$ cat config.mk
export PLATFORM = sky130hd
export DESIGN_NAME = rsoc_cordic
export DESIGN_NICKNAME = d
export VERILOG_FILES = /design/src/rtl/rsoc_pkg.sv /design/src/rtl/rsoc_cordic.sv
export SDC_FILE = /design/constraint.sdc
export NUM_CORES = 1
export LEC_CHECK = 0
export BUFFER_PORTS_ARGS = -buffer_cell sky130_fd_sc_hd__buf_2
export CORE_MARGIN = 2
export CORE_UTILIZATION = 65
export DETAILED_ROUTE_END_ITERATION = 10
export HOLD_SLACK_MARGIN = 0.06
export PLACE_DENSITY = 0.83
export SLEW_MARGIN = 20
export SYNTH_ARGS = -nofsm -noshare
export SYNTH_HDL_FRONTEND = slang
export SYNTH_SLANG_ARGS = --single-unit
$ cat constraint.sdc
create_clock -name clk -period 6.9 [get_ports clk]
set_input_delay 0.69 -clock clk [delete_from_list [all_inputs] [get_ports clk]]
set_output_delay 0.69 -clock clk [all_outputs]
set_load 0.01 [all_outputs]
$ cat src/rtl/rsoc_pkg.sv
// Shared types, widths and constants of the ray segment obstacle check.
// Used by the top level, the sine/cosine unit and the quotient unit.
// Depends on nothing.
`timescale 1ns / 1ps
`default_nettype none

package rsoc_pkg;

  localparam int MAX_OBSTACLES_DEF = 64;

  // Sine/cosine unit.
  localparam int CORDIC_STEPS = 16;
  localparam int STEP_W       = 4;
  localparam int CORD_W       = 34;
  localparam int TRIG_W       = 20;
  localparam logic signed [CORD_W-1:0] CORDIC_START = 34'sd652032874;

  // Intersection arithmetic.
  localparam int DIFF_W = 33;
  localparam int DET_W  = 56;
  localparam int WSUM_W = 67;
  localparam int NUM_W  = 88;
  localparam int MUL_W  = 35;
  localparam int QBITS  = 41;
  localparam int QUO_W  = QBITS + 1;
  localparam int DIV_W  = 100;
  localparam int BOX_W  = 48;
  localparam logic [QBITS-1:0] QUOT_LIMIT = {1'b1, {(QBITS-1){1'b0}}};

  typedef struct packed {
    logic               action;
    logic signed [31:0] seg_start_x;
    logic signed [31:0] seg_start_y;
    logic signed [31:0] seg_end_x;
    logic signed [31:0] seg_end_y;
    logic signed [31:0] robot_x;
    logic signed [31:0] robot_y;
    logic [15:0]        robot_heading;
  } in_word_t;

  typedef struct packed {
    logic sees_obstacle;
    logic status;
  } out_word_t;

  typedef struct packed {
    logic signed [31:0] sx;
    logic signed [31:0] sy;
    logic signed [31:0] ex;
    logic signed [31:0] ey;
  } seg_t;

  typedef struct packed {
    logic signed [TRIG_W-1:0] sin_v;
    logic signed [TRIG_W-1:0] cos_v;
  } trig_t;

  localparam logic ACT_ADD   = 1'b0;
  localparam logic ACT_QUERY = 1'b1;

  function automatic logic signed [CORD_W-1:0] atan_unit(input logic [STEP_W-1:0] idx);
    logic signed [CORD_W-1:0] v;
    case (idx)
      4'd0:    v = 34'sh20000000;
      4'd1:    v = 34'sh12E4051E;
      4'd2:    v = 34'sh09FB385B;
      4'd3:    v = 34'sh051111D4;
      4'd4:    v = 34'sh028B0D43;
      4'd5:    v = 34'sh0145D7E1;
      4'd6:    v = 34'sh00A2F61E;
      4'd7:    v = 34'sh00517C55;
      4'd8:    v = 34'sh0028BE53;
      4'd9:    v = 34'sh00145F2F;
      4'd10:   v = 34'sh000A2F98;
      4'd11:   v = 34'sh000517CC;
      4'd12:   v = 34'sh00028BE6;
      4'd13:   v = 34'sh000145F3;
      4'd14:   v = 34'sh0000A2FA;
      4'd15:   v = 34'sh0000517D;
      default: v = '0;
    endcase
    return v;
  endfunction

endpackage

`default_nettype wire

$ cat src/rtl/rsoc_cordic.sv
// Iterative sine/cosine of a 16-bit binary angle, one rotation step a cycle.
// Results are signed Q4.16 (20 bits, 16 fraction bits). Depends on rsoc_pkg.
`timescale 1ns / 1ps
`default_nettype none

module rsoc_cordic
  import rsoc_pkg::*;
(
  input  wire logic        clk,
  input  wire logic        rst_n,
  input  wire logic        go,
  input  wire logic [15:0] heading,
  output logic             done,
  output trig_t            trig
);

  logic                     run_r, run_nxt;
  logic                     rnd_r, rnd_nxt;
  logic                     done_r, done_nxt;
  logic                     flip_r, flip_nxt;
  logic [STEP_W-1:0]        step_r, step_nxt;
  logic signed [CORD_W-1:0] x_r, x_nxt, y_r, y_nxt, z_r, z_nxt;
  trig_t                    trig_r, trig_nxt;

  logic [31:0]              ang;
  logic                     flip_in;
  logic signed [CORD_W-1:0] dx, dy, xr, yr;

  always_comb begin
    ang     = {heading, 16'h0000};
    flip_in = ang[31] ^ ang[30];
    dx      = y_r >>> step_r;
    dy      = x_r >>> step_r;
    xr      = (x_r + CORD_W'(8192)) >>> 14;
    yr      = (y_r + CORD_W'(8192)) >>> 14;

    run_nxt  = run_r;
    rnd_nxt  = 1'b0;
    done_nxt = 1'b0;
    flip_nxt = flip_r;
    step_nxt = step_r;
    x_nxt    = x_r;
    y_nxt    = y_r;
    z_nxt    = z_r;
    trig_nxt = trig_r;

    if (go) begin
      run_nxt  = 1'b1;
      flip_nxt = flip_in;
      step_nxt = '0;
      x_nxt    = CORDIC_START;
      y_nxt    = '0;
      // A half turn brings the second and third quadrants into range.
      z_nxt    = CORD_W'($signed({ang[31] ^ flip_in, ang[30:0]}));
    end else if (run_r) begin
      if (!z_r[CORD_W-1]) begin
        x_nxt = x_r - dx;
        y_nxt = y_r + dy;
        z_nxt = z_r - atan_unit(step_r);
      end else begin
        x_nxt = x_r + dx;
        y_nxt = y_r - dy;
        z_nxt = z_r + atan_unit(step_r);
      end
      step_nxt = step_r + 1'b1;
      if (step_r == STEP_W'(CORDIC_STEPS - 1)) begin
        run_nxt = 1'b0;
        rnd_nxt = 1'b1;
      end
    end else if (rnd_r) begin
      trig_nxt.cos_v = flip_r ? -xr[TRIG_W-1:0] : xr[TRIG_W-1:0];
      trig_nxt.sin_v = flip_r ? -yr[TRIG_W-1:0] : yr[TRIG_W-1:0];
      done_nxt = 1'b1;
    end
  end

  always_ff @(posedge clk) begin
    if (!rst_n) begin
      run_r  <= 1'b0;
      rnd_r  <= 1'b0;
      done_r <= 1'b0;
    end else begin
      run_r  <= run_nxt;
      rnd_r  <= rnd_nxt;
      done_r <= done_nxt;
    end
    flip_r <= flip_nxt;
    step_r <= step_nxt;
    x_r    <= x_nxt;
    y_r    <= y_nxt;
    z_r    <= z_nxt;
    trig_r <= trig_nxt;
  end

  assign done = done_r;
  assign trig = trig_r;

endmodule

`default_nettype wire

### Word-level counts from Yosys, hierarchy flattened

Memories as Yosys holds them, arrays and structs flattened. A register that Yosys moved wholly into a read port is not among the register bits.
Index checks and enable logic that the tools add are counted.

| cells by class | value |
|---|---|
| add/sub/neg operators | 11 |
| equal/unequal tests | 1 |
| shift-type cells | 2 |
| muxes and demuxes | 22 |
| bitwise gates (word level) | 5 |
| reductions and logical operators | 4 |

Operators with widths:

| operator | count |
|---|---|
| $mux 34 | 11 |
| $add 34x34->34 | 3 |
| $sub 34x34->34 | 3 |
| $add 34x15->34 const B | 2 |
| $sshr 34x4->34 | 2 |
| $mux 20 | 2 |
| $neg 20->20 | 2 |
| $mux 4 | 4 |
| $reduce_or 3->1 | 2 |
| $mux 1 | 5 |
| $add 4x1->4 const B | 1 |
| $eq 4x4->1 const B | 1 |
| $not 1->1 | 3 |
| $reduce_and 3->1 | 1 |
| $reduce_bool 2->1 | 1 |
| $xor 1x1->1 | 2 |

| storage, ports and cells | value |
|---|---|
| bits in registers | 150 |
| bits in read-only memories | 960 |
| bits of input ports | 19 |
| output and inout port bits | 41 |
| word-level logic and storage cells | 58 |
| memories kept | 2 |

Memory list:

| name | depth | width | rd ports | clocked after memory_dff | write ports | line | source |
|---|---|---|---|---|---|---|---|
| (name not given) | 16 | 30 | 1 | 1 | 0 | rsoc_pkg.sv:63 | `case (idx)` |
| (name not given) | 16 | 30 | 1 | 1 | 0 | rsoc_pkg.sv:63 |  |

### Longest topological paths before layout

| depth | value |
|---|---|
| depth in word-level cells | 7 |
| depth in mapped cells | 29 |
| depth with buffers taken out | 23 |

### Worst setup path before layout

Ideal clock, no wire load.

| timing path | value |
|---|---|
| path type | flip-flop to flip-flop |
| from | reg step_r[0] |
| to | reg x_r[33] |
| setup time | 123 ps |
| arrival time | 5,635 ps |
| data required time | 6,777 ps |
| path slack | 1,142 ps |
| stages on the path, launching flop included | 26 |
| path buffers | 8 |
| period minus slack after synthesis | 5,758 ps |
| cells stage by stage | dfxtp_1 buf_2 buf_2 buf_1 clkbuf_1 clkbuf_1 buf_1 clkbuf_1 o21ai_0 o21ai_0 ha_1 nor2b_1 a21oi_1 xnor2_1 ha_1 clkbuf_1 nand3_1 nand2_1 a41oi_1 a211oi_1 o31ai_1 o22ai_1 nor4_1 or4_1 mux2i_1 mux2_1 |

| on the way | value |
|---|---|
| word-level cells in the longest chain between the ends | 3 |
| elaborated cells on any way between the ends | 4 |
| those cells by class | add/sub: 2; shift: 1; mux: 1 |

Ends and longest elaborated chain:

| item | line | source |
|---|---|---|
| start: declaration | rsoc_cordic.sv:21 | `logic [STEP_W-1:0] step_r, step_nxt;` |
| start signal: assignment | rsoc_cordic.sv:88 | `step_r <= step_nxt;` |
| $sshr 34x4->34 * | rsoc_cordic.sv:32 | `dx = y_r >>> step_r;` |
| $sub 34x34->34 or $add 34x34->34 (tied branches) | rsoc_cordic.sv:57, rsoc_cordic.sv:61 |  |
| $mux 34 * | rsoc_cordic.sv:56 | `if (!z_r[CORD_W-1]) begin` |
| end signal: assignment | rsoc_cordic.sv:89 | `x_r <= x_nxt;` |
| end: declaration | rsoc_cordic.sv:22 | `logic signed [CORD_W-1:0] x_r, x_nxt, y_r, y_nxt, z_r, z_nxt;` |

Mark *: on every way between the ends. The rest lies on a longest branch, timed or not.
A chain may end at the register's enable or synchronous reset.

### Worst setup path after layout

| timing path | value |
|---|---|
| from | reg step_r[1] |
| to | reg y_r[32] |

| on the way | value |
|---|---|
| word-level cells in the longest chain between the ends | 3 |
| elaborated cells on any way between the ends | 4 |
| those cells by class | add/sub: 2; shift: 1; mux: 1 |

Ends and longest elaborated chain:

| item | line | source |
|---|---|---|
| $sshr 34x4->34 * | rsoc_cordic.sv:33 | `dy = x_r >>> step_r;` |
| $add 34x34->34 or $sub 34x34->34 (tied branches) | rsoc_cordic.sv:58, rsoc_cordic.sv:62 |  |
| $mux 34 * | rsoc_cordic.sv:56 |  |
| end signal: assignment | rsoc_cordic.sv:90 | `y_r <= y_nxt;` |
| end: declaration | rsoc_cordic.sv:22 |  |

Marks and branches as above.

==> summary.txt <==
Run status
  • Outcome: finished, final reports clean

Logic synthesis
  • Post-synthesis compound-gate area fraction: 0.215
  • Ys async rst share: 0
  • Most frequent cells after synthesis: nand2_1 (241), nor2_1 (210), a21oi_1 (183)
  • Most common cell in the synthesized netlist: nand2_1
  • Register bit total from synthesis: 180
  • Post-synthesis adder-cell area fraction: 0.0783
  • Synth Area in XOR/XNOR: 0.121
  • Cell variety after synth: 87
  • Synth warn: 0
  • Syn Nets: 2480
  • Synth Flop Type: dfxtp_1
  • Synth area leaders: dfxtp_1 (13%), edfxtp_1 (9.3%), ha_1 (7.5%)
  • Area of the mapped netlist: 19000 µm²
  • Mux cell area share after synthesis: 0.130
  • Register area share after synthesis: 0.221
  • Synth Area in Simple Gates: 0.186
  • Synth area leader: dfxtp_1
  • Top-area cell type share of the netlist area: 0.128
  • Avg Cell Area, Syn: 8.10 µm²
  • EDFF count, synth: 59
  • Largest family of logic cells by synthesized area: compound AO/OA/AOI/OAI gates
  • Cell count after synthesis: roughly 2.3k

Finish
  • Finished Cell Area: 19900 µm²
  • # diodes: 0
  • Share of cells above drive strength 1: 0.0974
  • Layout area overhead: 4.63%
  • NumNets Final: approximately 2.4k

Routing
  • Final wirelength: 51700 µm
  • Vias per inst: 6.56
  • Via count: between 15k and 20k
  • TritonRoute pass-1 iters: 5
  • DRC: 0
  • Detail Route Antenna Nets: 0
  • Initial drt markers: 1331
  • Routed len/inst: 19.3 µm

Global routing
  • Global-route wire length before repair: 83300 µm
  • Initial antenna violation count: 0
  • Grt total ovfl: 0
  • Maximum number of pins on one net before global-route repair: 76
  • Total track usage: 0.334
  • Vias in the first global route: 16.9k

Min path
  • Hold Crit Class: flip-flop to flip-flop
  • Hold Crit Start: z_r[8]

Critical path
  • Worst Setup End Kind: flip-flop
  • Critical path type: flip-flop to flip-flop
  • WP data arrival: 6.60 ns
  • RR Startpoint: step_r[1]
  • Setup crit start: step_r[1]
  • CP Max Fanout: 54
  • CP startpoint kind: flip-flop
  • WP data required: 7.29 ns

Clock network
  • Worst-Skew Late Latency: 0.46 ns
  • # clock sinks: 180
  • Number of post-CTS setup repair buffers: 0
  • Clk slew on worst S/H paths: 0.08 ns
  • CTS Hold Bufs: 0
  • Clock Path Buffers: 2
  • H-tree levels: 4
  • TritonCTS clock tree: yes
  • CTS root buf: clkbuf_16
  • Resize count post-CTS: 0
  • TritonCTS Buffers: 17

STA
  • Final Hold Fails: 0
  • Clk_skew: 0.0143 ns
  • Worst rel slew slack: 0.271
  • Fmax: about 160 MHz
  • RSZ-0062 raised after global routing: no
  • Final period utilization: 0.901
  • Slew @ Worst Pin: 1.09 ns
  • Setup violators final: 0
  • Min Tclk post-route: approximately 6.2 ns
  • Final Slew Violations: 0
  • Setup TNS: 0 ns

Floorplanning
  • Initial Utilization: 0.661
  • Rows: 62
  • Die area: between 30000 and 40000 µm²
  • Die width: approximately 170 µm
  • Ports: 60
  • Die span in y: 175 µm
  • Core area: roughly 29000 µm²

Placement
  • Cell Area, Placed: between 15000 and 20000 µm²
  • Port bufs: 59
  • RD Place Congestion: about 0.95
  • DPL Wire Length: 38100 µm

Pwr
  • PD cells: 444 nW/µm²
  • LEAKAGE: 8.18 nW
  • Max VDD drop: 0.000262 V

Job
  • Max cap viols: 0
-- layout make-up --
| cell class | instances | area (µm²) |
|---|---|---|
| clock buffers | 19 | 475 |
| clock inverters | 13 | 126 |
| fillers | 2396 | 8840 |
| inverters | 60 | 225 |
| multi-input cells | 1946 | 13900 |
| flip-flops and latches | 180 | 4210 |
| well taps | 384 | 480 |
| repair buffers | 81 | 460 |
-- worst max-delay path, stage by stage (launching register included) --
cell	delay, ns
dfxtp_4	0.84
buf_4	0.47
mux4_1	0.66
mux4_2	0.54
nor2_1	0.20
and3_1	0.26
nand3_1	0.13
nor2_1	0.26
a31oi_1	0.14
xor2_1	0.21
ha_1	0.43
o21a_1	0.15
o21ai_0	0.07
nand2_1	0.08
nand2_1	0.07
a2111oi_0	0.50
o31ai_1	0.24
o21ai_0	0.40
a211oi_1	0.17
xor2_1	0.17
o21ai_0	0.14
-- cells in the final DEF (no fill, tap or decap), types with 11 or more instances in the layout --
cell type | synthesis | final
nand2_1 | 241 | 241
nor2_1 | 210 | 209
a21oi_1 | 183 | 183
xnor2_1 | 160 | 160
o21ai_0 | 150 | 150
dfxtp_1 | 121 | 116
ha_1 | 114 | 114
xor2_1 | 102 | 102
mux2i_1 | 85 | 85
a21o_1 | 68 | 68
nand3_1 | 60 | 60
edfxtp_1 | 59 | 59
buf_2 | 23 | 59
inv_1 | 57 | 57
a31oi_1 | 44 | 44
mux4_2 | 43 | 43
nor3_1 | 40 | 40
and3_1 | 31 | 31
mux2_2 | 29 | 29
nand2b_1 | 25 | 25
nor2b_1 | 23 | 23
nand4_1 | 23 | 23
o211ai_1 | 22 | 22
o21a_1 | 22 | 22
buf_4 | 2 | 22
and2_1 | 22 | 21
o31ai_1 | 20 | 20
clkbuf_16 | 0 | 19
a211oi_1 | 18 | 18
or2_2 | 15 | 15
o21bai_1 | 15 | 15
or3_1 | 14 | 14
mux4_1 | 12 | 12
o22ai_1 | 11 | 11
and4_1 | 11 | 11
-- cell families (layout without fill, tap and decap cells) --
| family | Yosys count | in the layout |
|---|---|---|
| adders and majority gates | 117 | 117 |
| buffers and inverters | 218 | 173 |
| xor gates and xnor gates | 262 | 262 |
| muxes | 170 | 170 |
| and+or+nand+nor | 751 | 751 |
| AOI/OAI and AO/OA | 646 | 646 |
| DFF | 180 | 180 |
-- power by group --
group / switching [mW] / total, mW / internal, mW
clock: 0.509 / 1.03 / 0.524
sequential: 0.507 / 1.85 / 1.34
combinational: 3.27 / 5.93 / 2.66
-- path summary, 6_finish.rpt --
path              depth (start not counted)       to  slack, ns
hold reg to reg                           2   z_r[8]       0.47
setup / recovery                         20  y_r[32]       0.68
setup reg to reg                         20  y_r[32]       0.68
hold / removal                            2   z_r[8]       0.47
-- stage by stage --
| stage | total power, mW | std cells | util | setup WS, ns | hold WS, ns |
|---|---|---|---|---|---|
| after floorplan | 6.43 | 2344 | - | 1.14 | 0.432 |
| after global placement | 7.46 | 2651 | 0.671 | 0.984 | 0.442 |
| after detailed placement | 7.62 | 2651 | 0.671 | 0.830 | 0.451 |
| after CTS | 8.71 | 2683 | 0.692 | 0.791 | 0.463 |
| after global routing | 9.51 | 2683 | 0.692 | 0.138 | 0.483 |
| final | 8.82 | 2683 | 0.692 | 0.685 | 0.470 |
-- routing by layer --
metal  vias up  track usage  part of all wire
li1       8426            -                 -
met1      8245        0.394              0.40
met2       753        0.579              0.48
met3       177       0.0474             0.066
met4         0        0.198             0.056
met5         -            0                 0
No activity file was read; power rests on OpenSTA's default activity.
